[config.mk]
export PLATFORM = sky130hd
export DESIGN_NAME = escaped_length_frame_receiver_core
export DESIGN_NICKNAME = d
export VERILOG_FILES = /design/src/rtl/core/elfr_pkg.sv /design/src/rtl/core/elfr_in_stage.sv /design/src/rtl/core/elfr_decoder.sv /design/src/rtl/core/elfr_out_stage.sv /design/src/rtl/core/escaped_length_frame_receiver_core.sv
export SDC_FILE = /design/constraint.sdc
export NUM_CORES = 1
export LEC_CHECK = 0
export BUFFER_PORTS_ARGS = -buffer_cell sky130_fd_sc_hd__buf_2
export CAP_MARGIN = 20
export CORE_MARGIN = 2
export CORE_UTILIZATION = 45
export DETAILED_ROUTE_END_ITERATION = 12
export HOLD_SLACK_MARGIN = 0.08
export SYNTH_ARGS = -nofsm -noshare
export SYNTH_HDL_FRONTEND = slang
export SYNTH_SLANG_ARGS = --single-unit
[constraint.sdc]
create_clock -name clk_i -period 6.5 [get_ports clk_i]
set_clock_uncertainty 0.2 [all_clocks]
set_input_delay 0.975 -clock clk_i [delete_from_list [all_inputs] [get_ports clk_i]]
set_output_delay 0.975 -clock clk_i [all_outputs]
set_load 0.05 [all_outputs]
[src/rtl/core/elfr_pkg.sv]
// Shared types and constants for the escaped length frame receiver.
// No dependencies; imported by every module of the block.
`default_nettype none

package elfr_pkg;

  localparam int unsigned ByteW  = 8;
  localparam int unsigned LenW   = 16;
  localparam int unsigned CfgIdxW = 2;

  // Configuration register indexes
  localparam logic [CfgIdxW-1:0] CFG_ESCAPE_CODE     = 2'd0;
  localparam logic [CfgIdxW-1:0] CFG_ESCAPED_ESCAPE  = 2'd1;
  localparam logic [CfgIdxW-1:0] CFG_BUFFER_CAPACITY = 2'd2;

  localparam logic [ByteW-1:0] EscapeCodeRst      = 8'd219;
  localparam logic [ByteW-1:0] EscapedEscapeRst   = 8'd221;
  localparam logic [LenW-1:0]  BufferCapacityRst  = 16'd256;

  typedef struct packed {
    logic [ByteW-1:0] escape_code;
    logic [ByteW-1:0] escaped_escape_code;
    logic [LenW-1:0]  buffer_capacity;
  } elfr_cfg_t;

  typedef struct packed {
    logic             write_valid;
    logic [LenW-1:0]  write_index;
    logic [ByteW-1:0] write_data;
    logic             frame_ready;
    logic [LenW-1:0]  frame_length;
    logic             overflow_abort;
  } elfr_result_t;

endpackage

`default_nettype wire

[src/rtl/core/elfr_in_stage.sv]
// Input register of the receiver: holds one raw byte until the decoder takes it.
// Depends on elfr_pkg.
`default_nettype none

module elfr_in_stage (
  input  wire logic                      clk_i,
  input  wire logic                      rst_ni,
  input  wire logic                      in_valid_i,
  output logic                           in_stall_o,
  input  wire logic [elfr_pkg::ByteW-1:0] in_byte_i,
  input  wire logic                      advance_i,
  output logic                           valid_o,
  output logic [elfr_pkg::ByteW-1:0]     byte_o
);
  import elfr_pkg::*;

  logic             valid_q;
  logic [ByteW-1:0] byte_q;
  logic             load;

  // the register empties into the decoder whenever the output side moves
  assign load       = !valid_q || advance_i;
  assign in_stall_o = !load;

  always_ff @(posedge clk_i or negedge rst_ni) begin
    if (!rst_ni) begin
      valid_q <= 1'b0;
    end else if (load) begin
      valid_q <= in_valid_i;
    end
  end

  always_ff @(posedge clk_i) begin
    if (load && in_valid_i) begin
      byte_q <= in_byte_i;
    end
  end

  assign valid_o = valid_q;
  assign byte_o  = byte_q;

endmodule

`default_nettype wire

[src/rtl/core/elfr_decoder.sv]
// Frame state machine: unescapes a byte, tracks length and index, forms the result.
// Depends on elfr_pkg.
`default_nettype none

module elfr_decoder (
  input  wire logic                      clk_i,
  input  wire logic                      rst_ni,
  input  wire logic                      step_i,
  input  wire logic [elfr_pkg::ByteW-1:0] byte_i,
  input  wire elfr_pkg::elfr_cfg_t       cfg_i,
  output elfr_pkg::elfr_result_t         result_o
);
  import elfr_pkg::*;

  localparam logic [2:0] MODE_LEN_LO = 3'd0;
  localparam logic [2:0] MODE_LEN_HI = 3'd1;
  localparam logic [2:0] MODE_DATA   = 3'd2;
  localparam logic [2:0] MODE_ESC    = 3'd3;
  localparam logic [2:0] MODE_DONE   = 3'd4;

  logic [2:0]      mode_q, mode_d;
  logic [2:0]      ret_q, ret_d;
  logic [LenW-1:0] len_q, len_d;
  logic [LenW-1:0] idx_q, idx_d;

  logic [2:0]       eff_mode;
  logic [ByteW-1:0] val;
  logic [LenW-1:0]  idx_inc;

  assign idx_inc = idx_q + 16'd1;

  always_comb begin
    mode_d   = mode_q;
    ret_d    = ret_q;
    len_d    = len_q;
    idx_d    = idx_q;
    eff_mode = mode_q;
    val      = byte_i;
    result_o = '0;

    if (byte_i == '0) begin
      mode_d = MODE_LEN_LO;
      ret_d  = MODE_LEN_LO;
      len_d  = '0;
    end else if (byte_i == cfg_i.escape_code) begin
      // a second escape saves the escape mode itself: locked until a zero byte
      ret_d  = mode_q;
      mode_d = MODE_ESC;
    end else begin
      if (mode_q == MODE_ESC) begin
        val      = (byte_i == cfg_i.escaped_escape_code) ? cfg_i.escape_code : '0;
        eff_mode = ret_q;
      end
      mode_d = eff_mode;
      unique case (eff_mode)
        MODE_LEN_LO: begin
          len_d  = {{(LenW-ByteW){1'b0}}, val};
          mode_d = MODE_LEN_HI;
        end
        MODE_LEN_HI: begin
          len_d  = {val, len_q[ByteW-1:0]};
          mode_d = MODE_DATA;
          idx_d  = '0;
        end
        MODE_DATA: begin
          if (idx_q >= cfg_i.buffer_capacity) begin
            mode_d                  = MODE_LEN_LO;
            ret_d                   = MODE_LEN_LO;
            len_d                   = '0;
            result_o.overflow_abort = 1'b1;
          end else begin
            result_o.write_valid = 1'b1;
            result_o.write_index = idx_q;
            result_o.write_data  = val;
            idx_d                = idx_inc;
            // abort wins over completion
            if (idx_inc >= cfg_i.buffer_capacity) begin
              mode_d                  = MODE_LEN_LO;
              ret_d                   = MODE_LEN_LO;
              len_d                   = '0;
              result_o.overflow_abort = 1'b1;
            end else if (idx_inc >= len_q) begin
              mode_d = MODE_DONE;
            end
          end
        end
        default: begin
        end
      endcase
    end

    result_o.frame_ready  = (mode_d == MODE_DONE);
    result_o.frame_length = len_d;
  end

  always_ff @(posedge clk_i or negedge rst_ni) begin
    if (!rst_ni) begin
      mode_q <= MODE_LEN_LO;
      ret_q  <= MODE_LEN_LO;
      len_q  <= '0;
      idx_q  <= '0;
    end else if (step_i) begin
      mode_q <= mode_d;
      ret_q  <= ret_d;
      len_q  <= len_d;
      idx_q  <= idx_d;
    end
  end

endmodule

`default_nettype wire

[src/rtl/core/elfr_out_stage.sv]
// Result register: holds one result word until the downstream side takes it.
// Depends on elfr_pkg.
`default_nettype none

module elfr_out_stage (
  input  wire logic                  clk_i,
  input  wire logic                  rst_ni,
  input  wire logic                  valid_i,
  input  wire elfr_pkg::elfr_result_t result_i,
  output logic                       advance_o,
  output logic                       out_valid_o,
  input  wire logic                  out_stall_i,
  output elfr_pkg::elfr_result_t     result_o
);
  import elfr_pkg::*;

  logic         valid_q;
  elfr_result_t result_q;

  // register is free when empty or being taken this cycle
  assign advance_o = !valid_q || !out_stall_i;

  always_ff @(posedge clk_i or negedge rst_ni) begin
    if (!rst_ni) begin
      valid_q <= 1'b0;
    end else if (advance_o) begin
      valid_q <= valid_i;
    end
  end

  always_ff @(posedge clk_i) begin
    if (advance_o && valid_i) begin
      result_q <= result_i;
    end
  end

  assign out_valid_o = valid_q;
  assign result_o    = result_q;

endmodule

`default_nettype wire

[src/rtl/core/escaped_length_frame_receiver_core.sv]
// Byte-stuffed, length-prefixed deframer. One raw byte is taken per cycle while the
// output is not stalled, and one result word leaves per byte (input register, then
// result register); the rate is one byte per cycle, set by the combinational
// update of the frame state between the two registers. A zero byte always
// resynchronises; the escape byte is configurable, and the first two decoded
// bytes give the frame length, low byte first. Configuration writes are taken at
// any time (ready is always high) but are meant for an idle block.
// Depends on elfr_pkg, elfr_in_stage, elfr_decoder, elfr_out_stage.
`default_nettype none

module escaped_length_frame_receiver_core (
  input  wire logic                         clk_i,
  input  wire logic                         rst_ni,
  // byte input
  input  wire logic                         in_valid_i,
  output logic                              in_stall_o,
  input  wire logic [elfr_pkg::ByteW-1:0]   in_byte_i,
  // result output
  output logic                              out_valid_o,
  input  wire logic                         out_stall_i,
  output logic                              write_valid_o,
  output logic [elfr_pkg::LenW-1:0]         write_index_o,
  output logic [elfr_pkg::ByteW-1:0]        write_data_o,
  output logic                              frame_ready_o,
  output logic [elfr_pkg::LenW-1:0]         frame_length_o,
  output logic                              overflow_abort_o,
  // configuration
  input  wire logic                         cfg_valid_i,
  output logic                              cfg_ready_o,
  input  wire logic [elfr_pkg::CfgIdxW-1:0] cfg_index_i,
  input  wire logic [elfr_pkg::LenW-1:0]    cfg_data_i
);
  import elfr_pkg::*;

  elfr_cfg_t        cfg_q;
  logic             advance;
  logic             stage_valid;
  logic [ByteW-1:0] stage_byte;
  elfr_result_t     step_result;
  elfr_result_t     out_result;

  assign cfg_ready_o = 1'b1;

  always_ff @(posedge clk_i or negedge rst_ni) begin
    if (!rst_ni) begin
      cfg_q.escape_code         <= EscapeCodeRst;
      cfg_q.escaped_escape_code <= EscapedEscapeRst;
      cfg_q.buffer_capacity     <= BufferCapacityRst;
    end else if (cfg_valid_i && cfg_ready_o) begin
      unique case (cfg_index_i)
        CFG_ESCAPE_CODE:     cfg_q.escape_code         <= cfg_data_i[ByteW-1:0];
        CFG_ESCAPED_ESCAPE:  cfg_q.escaped_escape_code <= cfg_data_i[ByteW-1:0];
        CFG_BUFFER_CAPACITY: cfg_q.buffer_capacity     <= cfg_data_i;
        default: begin
        end
      endcase
    end
  end

  elfr_in_stage u_in_stage (
    .clk_i      (clk_i),
    .rst_ni     (rst_ni),
    .in_valid_i (in_valid_i),
    .in_stall_o (in_stall_o),
    .in_byte_i  (in_byte_i),
    .advance_i  (advance),
    .valid_o    (stage_valid),
    .byte_o     (stage_byte)
  );

  elfr_decoder u_decoder (
    .clk_i    (clk_i),
    .rst_ni   (rst_ni),
    .step_i   (stage_valid && advance),
    .byte_i   (stage_byte),
    .cfg_i    (cfg_q),
    .result_o (step_result)
  );

  elfr_out_stage u_out_stage (
    .clk_i       (clk_i),
    .rst_ni      (rst_ni),
    .valid_i     (stage_valid),
    .result_i    (step_result),
    .advance_o   (advance),
    .out_valid_o (out_valid_o),
    .out_stall_i (out_stall_i),
    .result_o    (out_result)
  );

  assign write_valid_o    = out_result.write_valid;
  assign write_index_o    = out_result.write_index;
  assign write_data_o     = out_result.write_data;
  assign frame_ready_o    = out_result.frame_ready;
  assign frame_length_o   = out_result.frame_length;
  assign overflow_abort_o = out_result.overflow_abort;

endmodule

`default_nettype wire

==> flow_metrics.py, run 1 <==
metrics = {
    "setup_path": {
        "critical_path.max_fanout": 8,
        "rr_worst_depth": 15,
        "timing.reg2reg.setup_slack_ps": 1480,
        "critical_path.max_stage_delay_ps": 520,
        "crit_path_end_kind": "flop",
        "critical_path_class": "flop to flop",
        "startpoint_type": "flop",
        "cp_data_arrival_time_ps": 5190,
        "crit_chain": "ha_1, nand3_1, nor3_1, nand3_1, nor2_1, and3_1, xor2_1, ha_1, nand4_1, a211oi_1, or3_1, a211oi_2, a21boi_0, o21ai_0, a22o_1",
        "cp_data_required_time_ps": 6670,
        "cp_slowest_cell": "sky130_fd_sc_hd__a211oi_2",
    },
    "clock_network": {
        "numCtsBuffers": 17,
        "clock_tree.buffer_depth": 2,
        "latest_clock_arrival_within_the_worst_skew_pair_ps": 430,
        "clock-sinks": 123,
        "cts-resized-gates": 0,
        "clock-root-buffer": "sky130_fd_sc_hd__clkbuf_16",
        "register_clock_pin_slew_on_the_reported_worst_setup_and_hold_paths_ps": 60,
        "cts_tree": "done",
        "post_cts_buffers": 0,
        "number_of_hold_buffers_added_after_cts": 0,
        "htreeDepth": 4,
    },
    "floorplan": {
        "design.die.area_um2": 15700,
        "die_width_um": 125,
        "fp-row-count": 44,
        "die_height_um": 125,
        "floorplan.io_pins": 77,
        "floorplan.initialDensity_pct": 45.7,
        "fp.coreArea_um2": 14500,
    },
    "power": {
        "switching_share_pct": 35.3,
        "power.combinational.fraction_pct": 30.3,
        "cell_internal_pwr_mw": 1.95,
        "power.clock.fraction_pct": 33.1,
        "p_sw_mw": 1.06,
        "p_leak_nw": 3.50,
        "power_per_cell_area_nw_per_um2": 385,
        "share_seq_of_total_power_pct": 36.6,
        "worst_ir_drop_vdd_mv": 0.214,
    },
    "min_path": {
        "min_path_cells": 1,
        "min_path_type": "flop to flop",
    },
    "drt": {
        "antenna_violating_nets_post_route": 0,
        "drt-initial-drc-count": 452,
        "per_cell_routed_wire_length_um": 18.8,
        "route.final.wire_length_um": 15900,
        "vias_per_cell": 5.66,
        "routed-via-count": 4800,
        "dr.pass1.iters": 5,
        "drc": 0,
    },
    "timing": {
        "drv_slew": 0,
        "fin_setup_tns_ps": 0,
        "setup_violations": 0,
        "fin_crit_ps": 5020,
        "final_min_period_over_clock_period_pct": 77.2,
        "fmax_mhz": 199,
        "grt_setup_unrepaired": "false",
        "worst_relative_slew_slack_pct": 33.2,
        "max_slew.worst_pin.slew_ps": 997,
        "final-hold-violation-count": 0,
    },
    "logic_synthesis": {
        "synth_top_cells_by_area": "sky130_fd_sc_hd__edfxtp_1, sky130_fd_sc_hd__dfrtp_1, sky130_fd_sc_hd__ha_1",
        "synthMuxAreaShare_pct": 5.61,
        "post_synth_inst_count": 567,
        "synth_adder_area_share_pct": 9.26,
        "syn_area_per_cell_um2": 11.7,
        "yosysWarningCount": 0,
        "yosys.area_share.simple_pct": 11.8,
        "ys_dominant_reg_cell": "sky130_fd_sc_hd__dfrtp_1",
        "synth_enable_flop_cells": 51,
        "synth.cell_area_um2": 6620,
        "syn_nets": 647,
        "ys_ff_latch": 123,
        "synth-seq-area-share_pct": 50.6,
        "ys_top_cells_by_count": "sky130_fd_sc_hd__dfrtp_1, sky130_fd_sc_hd__edfxtp_1, sky130_fd_sc_hd__ha_1",
        "synth_compound_area_share_pct": 15.4,
        "synth_async_sr_flop_share_pct": 58.5,
        "synth_top_family_by_area": "compound AO/OA/AOI/OAI gates",
        "yosysTopAreaCell": "sky130_fd_sc_hd__edfxtp_1",
        "synth_top_area_share_pct": 23.1,
        "yosys.cell_count.top_type": "sky130_fd_sc_hd__dfrtp_1",
        "yosys.area_share.xor_xnor_pct": 3.97,
        "synthDistinctLibCells": 63,
    },
    "global_routing": {
        "grt_pass1_wl_um": 25600,
        "grt_pass1_vias": 4740,
        "antenna_found_initial": 0,
        "grt_overflow_total": 0,
        "grt_use_total_pct": 21.1,
        "pin_count_of_the_biggest_net_entering_global_routing": 73,
    },
    "flow_run": {
        "drv_cap": 0,
    },
    "placement": {
        "gp_routability_congestion": 0.865,
        "port_buffers": 75,
        "dpl_cell_area_um2": 7180,
        "post-dp-hpwl_um": 11800,
    },
    "finish": {
        "finish.utilization_pct": 54.0,
        "num_antenna_cells": 0,
        "layout-drive-gt1-share_pct": 26.1,
        "postLayoutCellArea_um2": 7820,
        "area_delta_synth_final_pct": 18.1,
        "final_net_count": 731,
    },
    "outcome": {
        "outcome": "completed",
    },
}
[cell type report]
type                    instances  area (um^2)
fillers                      1290         6660
inverters                      39          146
clock inverters                15          198
well taps                     184          230
flip-flops and latches        123         3350
multi-input cells             391         3060
clock buffers                  17          425
repair buffers                 79          415
[state kept, by name, summed over array words and instances (netlist names)]
signal / count
cfg_q: 32
u_out_stage.out_valid_o: 1
u_decoder.len_q: 16
u_decoder.idx_q: 16
u_out_stage.result_o: 43
u_decoder.ret_q: 3
u_decoder.mode_q: 3
u_in_stage.valid_o: 1
u_in_stage.byte_o: 8
[critical path: cells and delay by family (launching register included)]
family / cells / cell delay [ps]
simple gates: 7 / 1960
compound gates: 5 / 1410
fa+ha+maj: 2 / 600
flops: 1 / 490
xor+xnor: 1 / 310
[cells in the final DEF, fill, tap and decap left out, types with 4 or more instances in the layout]
master and instances:
sky130_fd_sc_hd__o21ai_0 23, sky130_fd_sc_hd__nand3_1 9, sky130_fd_sc_hd__nor3b_1 5, sky130_fd_sc_hd__dfstp_2 13, sky130_fd_sc_hd__ha_1 49, sky130_fd_sc_hd__a22oi_1 8, sky130_fd_sc_hd__o21a_1 4, sky130_fd_sc_hd__o32ai_1 7
sky130_fd_sc_hd__nand2b_1 5, sky130_fd_sc_hd__a21o_1 8, sky130_fd_sc_hd__nand2_1 32, sky130_fd_sc_hd__clkbuf_16 17, sky130_fd_sc_hd__a22o_1 33, sky130_fd_sc_hd__o2bb2ai_1 8, sky130_fd_sc_hd__xor2_1 18, sky130_fd_sc_hd__buf_2 76
sky130_fd_sc_hd__bufinv_16 4, sky130_fd_sc_hd__nor4_1 5, sky130_fd_sc_hd__nor3_1 12, sky130_fd_sc_hd__edfxtp_1 51, sky130_fd_sc_hd__and2_1 13, sky130_fd_sc_hd__nor2_1 24, sky130_fd_sc_hd__a21oi_1 17, sky130_fd_sc_hd__or3_1 5
sky130_fd_sc_hd__and3_1 8, sky130_fd_sc_hd__mux2_2 33, sky130_fd_sc_hd__xnor2_1 12, sky130_fd_sc_hd__inv_1 38, sky130_fd_sc_hd__dfrtp_1 59, sky130_fd_sc_hd__nand4_1 11
[power by group through the flow]
| stage | Sequential [mW] | Clock, mW | Combinational [mW] |
|---|---|---|---|
| finish | 1.10 | 0.997 | 0.912 |
| global route | 1.12 | 1.05 | 0.991 |
| CTS | 1.10 | 1.01 | 0.908 |
| detailed placement | 1.11 | 0 | 0.901 |
| global placement | 1.11 | 0 | 0.881 |
| floorplan | 1.24 | 0 | 0.529 |
[through the flow]
step           hold WS, ps  power [mW]  instances  setup WS, ps
3_5_place_dp           273        2.02        815          1570
2_1_floorplan          256        1.77        567          2390
5_1_grt                297        3.17        848          1030
3_3_place_gp           270        1.99        814          1790
6_report               286        3.01        848          1480
4_1_cts                291        3.02        847          1520
[kinds of logic after synthesis]
kind of cell | Yosys count
buf+inv | 53
mux | 33
flops | 123
simple gates | 144
compound gates | 134
other cells | 1
xor+xnor | 30
fa+ha+maj | 49
[routing by layer]
layer | wire (um) | vias to the layer above | GRT usage, % | share of wire [%]
li1 | - | 2284 | - | -
met1 | 7200 | 2372 | 28.5 | 45
met2 | 7760 | 129 | 33.9 | 49
met3 | 732 | 15 | 5.65 | 4.6
met4 | 214 | 0 | 5.75 | 1.3
met5 | 0 | - | 0 | 0
[final timing paths]
| kind | start | to |
|---|---|---|
| max | u_decoder.idx_q[0] | u_decoder.ret_q[1] |
| min | u_decoder.len_q[1] | u_decoder.len_q[1] |
| max reg2reg | u_decoder.idx_q[0] | u_decoder.ret_q[1] |
| min reg2reg | u_decoder.len_q[1] | u_decoder.len_q[1] |
| max in group asynchronous | rst_ni | u_decoder.idx_q[15] |
| min in group asynchronous | rst_ni | u_in_stage.valid_o |
No activity file was read; power rests on OpenSTA's default activity.
==> inputs of run 2 (changes only) <==
Settings changed: PLACE_DENSITY set to 0.67.
Clock period 6.5 ns to 4.2 ns, I/O delays scaled along.
==> run 2 against run 1 <==
  * Worst hold slack got worse by 110 ps
  * Register-to-register slack worse by 1300 ps
  * Via count rose by 0.73%
  * Combinational power grew 54%
  * Non-clock buffer count rose by 12
  * Critical endpoint is now u_decoder.len_q[6]
==> flow_metrics.py, run 2 (same netlist as run 1, synthesis figures left out) <==
metrics = {
    "outcome": {
        "outcome": "completed",
    },
    "finish": {
        "area_of_combinational_cells_with_multiple_inputs_um2": 3100,
        "num_antenna_cells": 0,
        "finish.utilization_pct": 54.5,
        "area_delta_synth_final_pct": 19.1,
        "layout-drive-gt1-share_pct": 29.1,
        "fillers": 1264,
        "largest_register_ffs": 43,
        "final_cell_mix": "sky130_fd_sc_hd__buf_2, sky130_fd_sc_hd__dfrtp_1, sky130_fd_sc_hd__edfxtp_1",
        "postLayoutCellArea_um2": 7890,
        "mostFrequentLayoutCell": "sky130_fd_sc_hd__buf_2",
        "sequential_cell_area_um2": 3360,
        "final_net_count": 743,
    },
    "floorplan": {
        "design.die.area_um2": 15700,
        "fp.coreArea_um2": 14500,
        "floorplan.initialDensity_pct": 45.7,
        "floorplan.io_pins": 77,
        "fp-row-count": 44,
        "die_width_um": 125,
        "die_height_um": 125,
    },
    "global_routing": {
        "grt_overflow_total": 0,
        "grt_use_total_pct": 20.9,
        "grt_pass1_vias": 4762,
        "grt_pass1_wl_um": 25400,
        "antenna_found_initial": 0,
        "pin_count_of_the_biggest_net_entering_global_routing": 49,
    },
    "setup_path": {
        "cp_data_required_time_ps": 4340,
        "critical_path.max_fanout": 9,
        "path_buf_inv": 1,
        "critPathTopFamily": "simple AND/OR/NAND/NOR gates",
        "cp_data_arrival_time_ps": 4160,
        "cp_slowest_cell": "sky130_fd_sc_hd__dfrtp_1",
        "cp_common_cell": "sky130_fd_sc_hd__and3_1",
        "critical_path.max_stage_delay_ps": 480,
        "startpoint_type": "flop",
        "critical_path_class": "flop to flop",
        "crit_path_end_kind": "flop",
        "crit_chain": "nand3_2, nor3_2, and3_1, and3_1, xor2_1, ha_1, a211oi_1, nor2_1, or3_1, a211oi_4, buf_4, a21oi_4, o21ai_4, o2bb2ai_1",
    },
    "drt": {
        "routed-via-count": 4835,
        "drt-initial-drc-count": 369,
        "per_cell_routed_wire_length_um": 18.6,
        "antenna_violating_nets_post_route": 0,
        "drc": 0,
        "route.final.wire_length_um": 16000,
        "vias_per_cell": 5.62,
        "dr.pass1.iters": 4,
    },
    "clock_network": {
        "clock_tree.buffer_depth": 2,
        "numCtsBuffers": 17,
        "cts_tree": "done",
        "register_clock_pin_slew_on_the_reported_worst_setup_and_hold_paths_ps": 60,
        "clock-root-buffer": "sky130_fd_sc_hd__clkbuf_16",
        "latest_clock_arrival_within_the_worst_skew_pair_ps": 430,
        "clock-sinks": 123,
        "htreeDepth": 4,
    },
    "placement": {
        "post-dp-hpwl_um": 12000,
        "dpl_cell_area_um2": 7250,
        "port_buffers": 75,
        "gp_routability_congestion": 0.868,
    },
    "timing": {
        "final_min_period_over_clock_period_pct": 95.7,
        "final-hold-violation-count": 0,
        "setup_violations": 0,
        "max_slew.worst_pin.slew_ps": 899,
        "fin_setup_tns_ps": 0,
        "worst_relative_slew_slack_pct": 39.9,
        "fmax_mhz": 249,
        "fin_crit_ps": 4020,
        "drv_slew": 0,
    },
    "power": {
        "power_per_cell_area_nw_per_um2": 567,
        "worst_ir_drop_vdd_mv": 0.284,
        "p_leak_nw": 3.52,
    },
    "min_path": {
        "min_path_type": "input pin to flop",
    },
    "flow_run": {
        "drv_cap": 0,
    },
}
## run 2: final cells by class
| class | instances | area share, % |
|---|---|---|
| sequential | 123 | 42.5 |
| multi-input combinational | 391 | 39.3 |
| inverter | 39 | 1.86 |
| timing repair buffer | 91 | 6.44 |
| clock buffer | 20 | 5.92 |
| clock inverter | 12 | 1.06 |
| tap | 184 | 2.92 |
## run 2: where the power goes
| group | switching (mW) | total [mW] | internal, mW |
|---|---|---|---|
| combinational | 0.913 | 1.40 | 0.492 |
| clock | 0.557 | 1.36 | 0.804 |
| sequential | 0.169 | 1.71 | 1.54 |
| total | 1.64 | 4.47 | 2.83 |
## run 2: metrics by stage
stage / total power, mW / std cells / setup slack [ps] / hold WS [ps]
after floorplan: 2.74 / 567 / 86.4 / 134
after global placement: 3.07 / 824 / 121 / 270
after detailed placement: 3.11 / 825 / 39.9 / 273
after CTS: 4.48 / 858 / 3.96 / 162
after global routing: 4.70 / 860 / -21.7 / 155
final: 4.47 / 860 / 182 / 176
## run 2: path summary, 6_finish.rpt
path / to / depth (start not counted) / slack (ps) / from
worst max-delay path: u_decoder.len_q[6] / 14 / 180 / u_decoder.idx_q[6]
worst min-delay path: u_in_stage.byte_o[1] / 1 / 180 / in_byte_i[1]
worst max register to register: u_decoder.len_q[6] / 14 / 180 / u_decoder.idx_q[6]
worst min register to register: u_decoder.len_q[3] / 1 / 290 / u_decoder.len_q[3]
max in group asynchronous: u_decoder.idx_q[0] / 3 / 2670 / rst_ni
min in group asynchronous: u_in_stage.valid_o / 2 / 390 / rst_ni
## run 2: worst reg2reg max path: cells and delay by family (launching register included)
family,cells,cell delay (ps)
flip-flops,1,480
adder cells (fa/ha/maj),1,310
buffers and inverters,1,190
AO/OA/AOI/OAI,5,1050
XOR/XNOR,1,310
AND/OR/NAND/NOR,6,1380
## run 2: per-layer routing
layer / vias up / global-route usage, % / routed length [um]
li1: 2314 / - / -
met2: 122 / 34.1 / 7730
met4: 0 / 7.39 / 282
met3: 25 / 4.58 / 680
met5: - / 0 / 0
met1: 2374 / 27.6 / 7310
## run 2: timing repair
item,4_1_cts,5_1_grt
buffers inserted,0,1
resized for setup,0,13
setup endpoints to repair,0,39
hold buffers,1,0
endpoints found under the hold margin,7,0
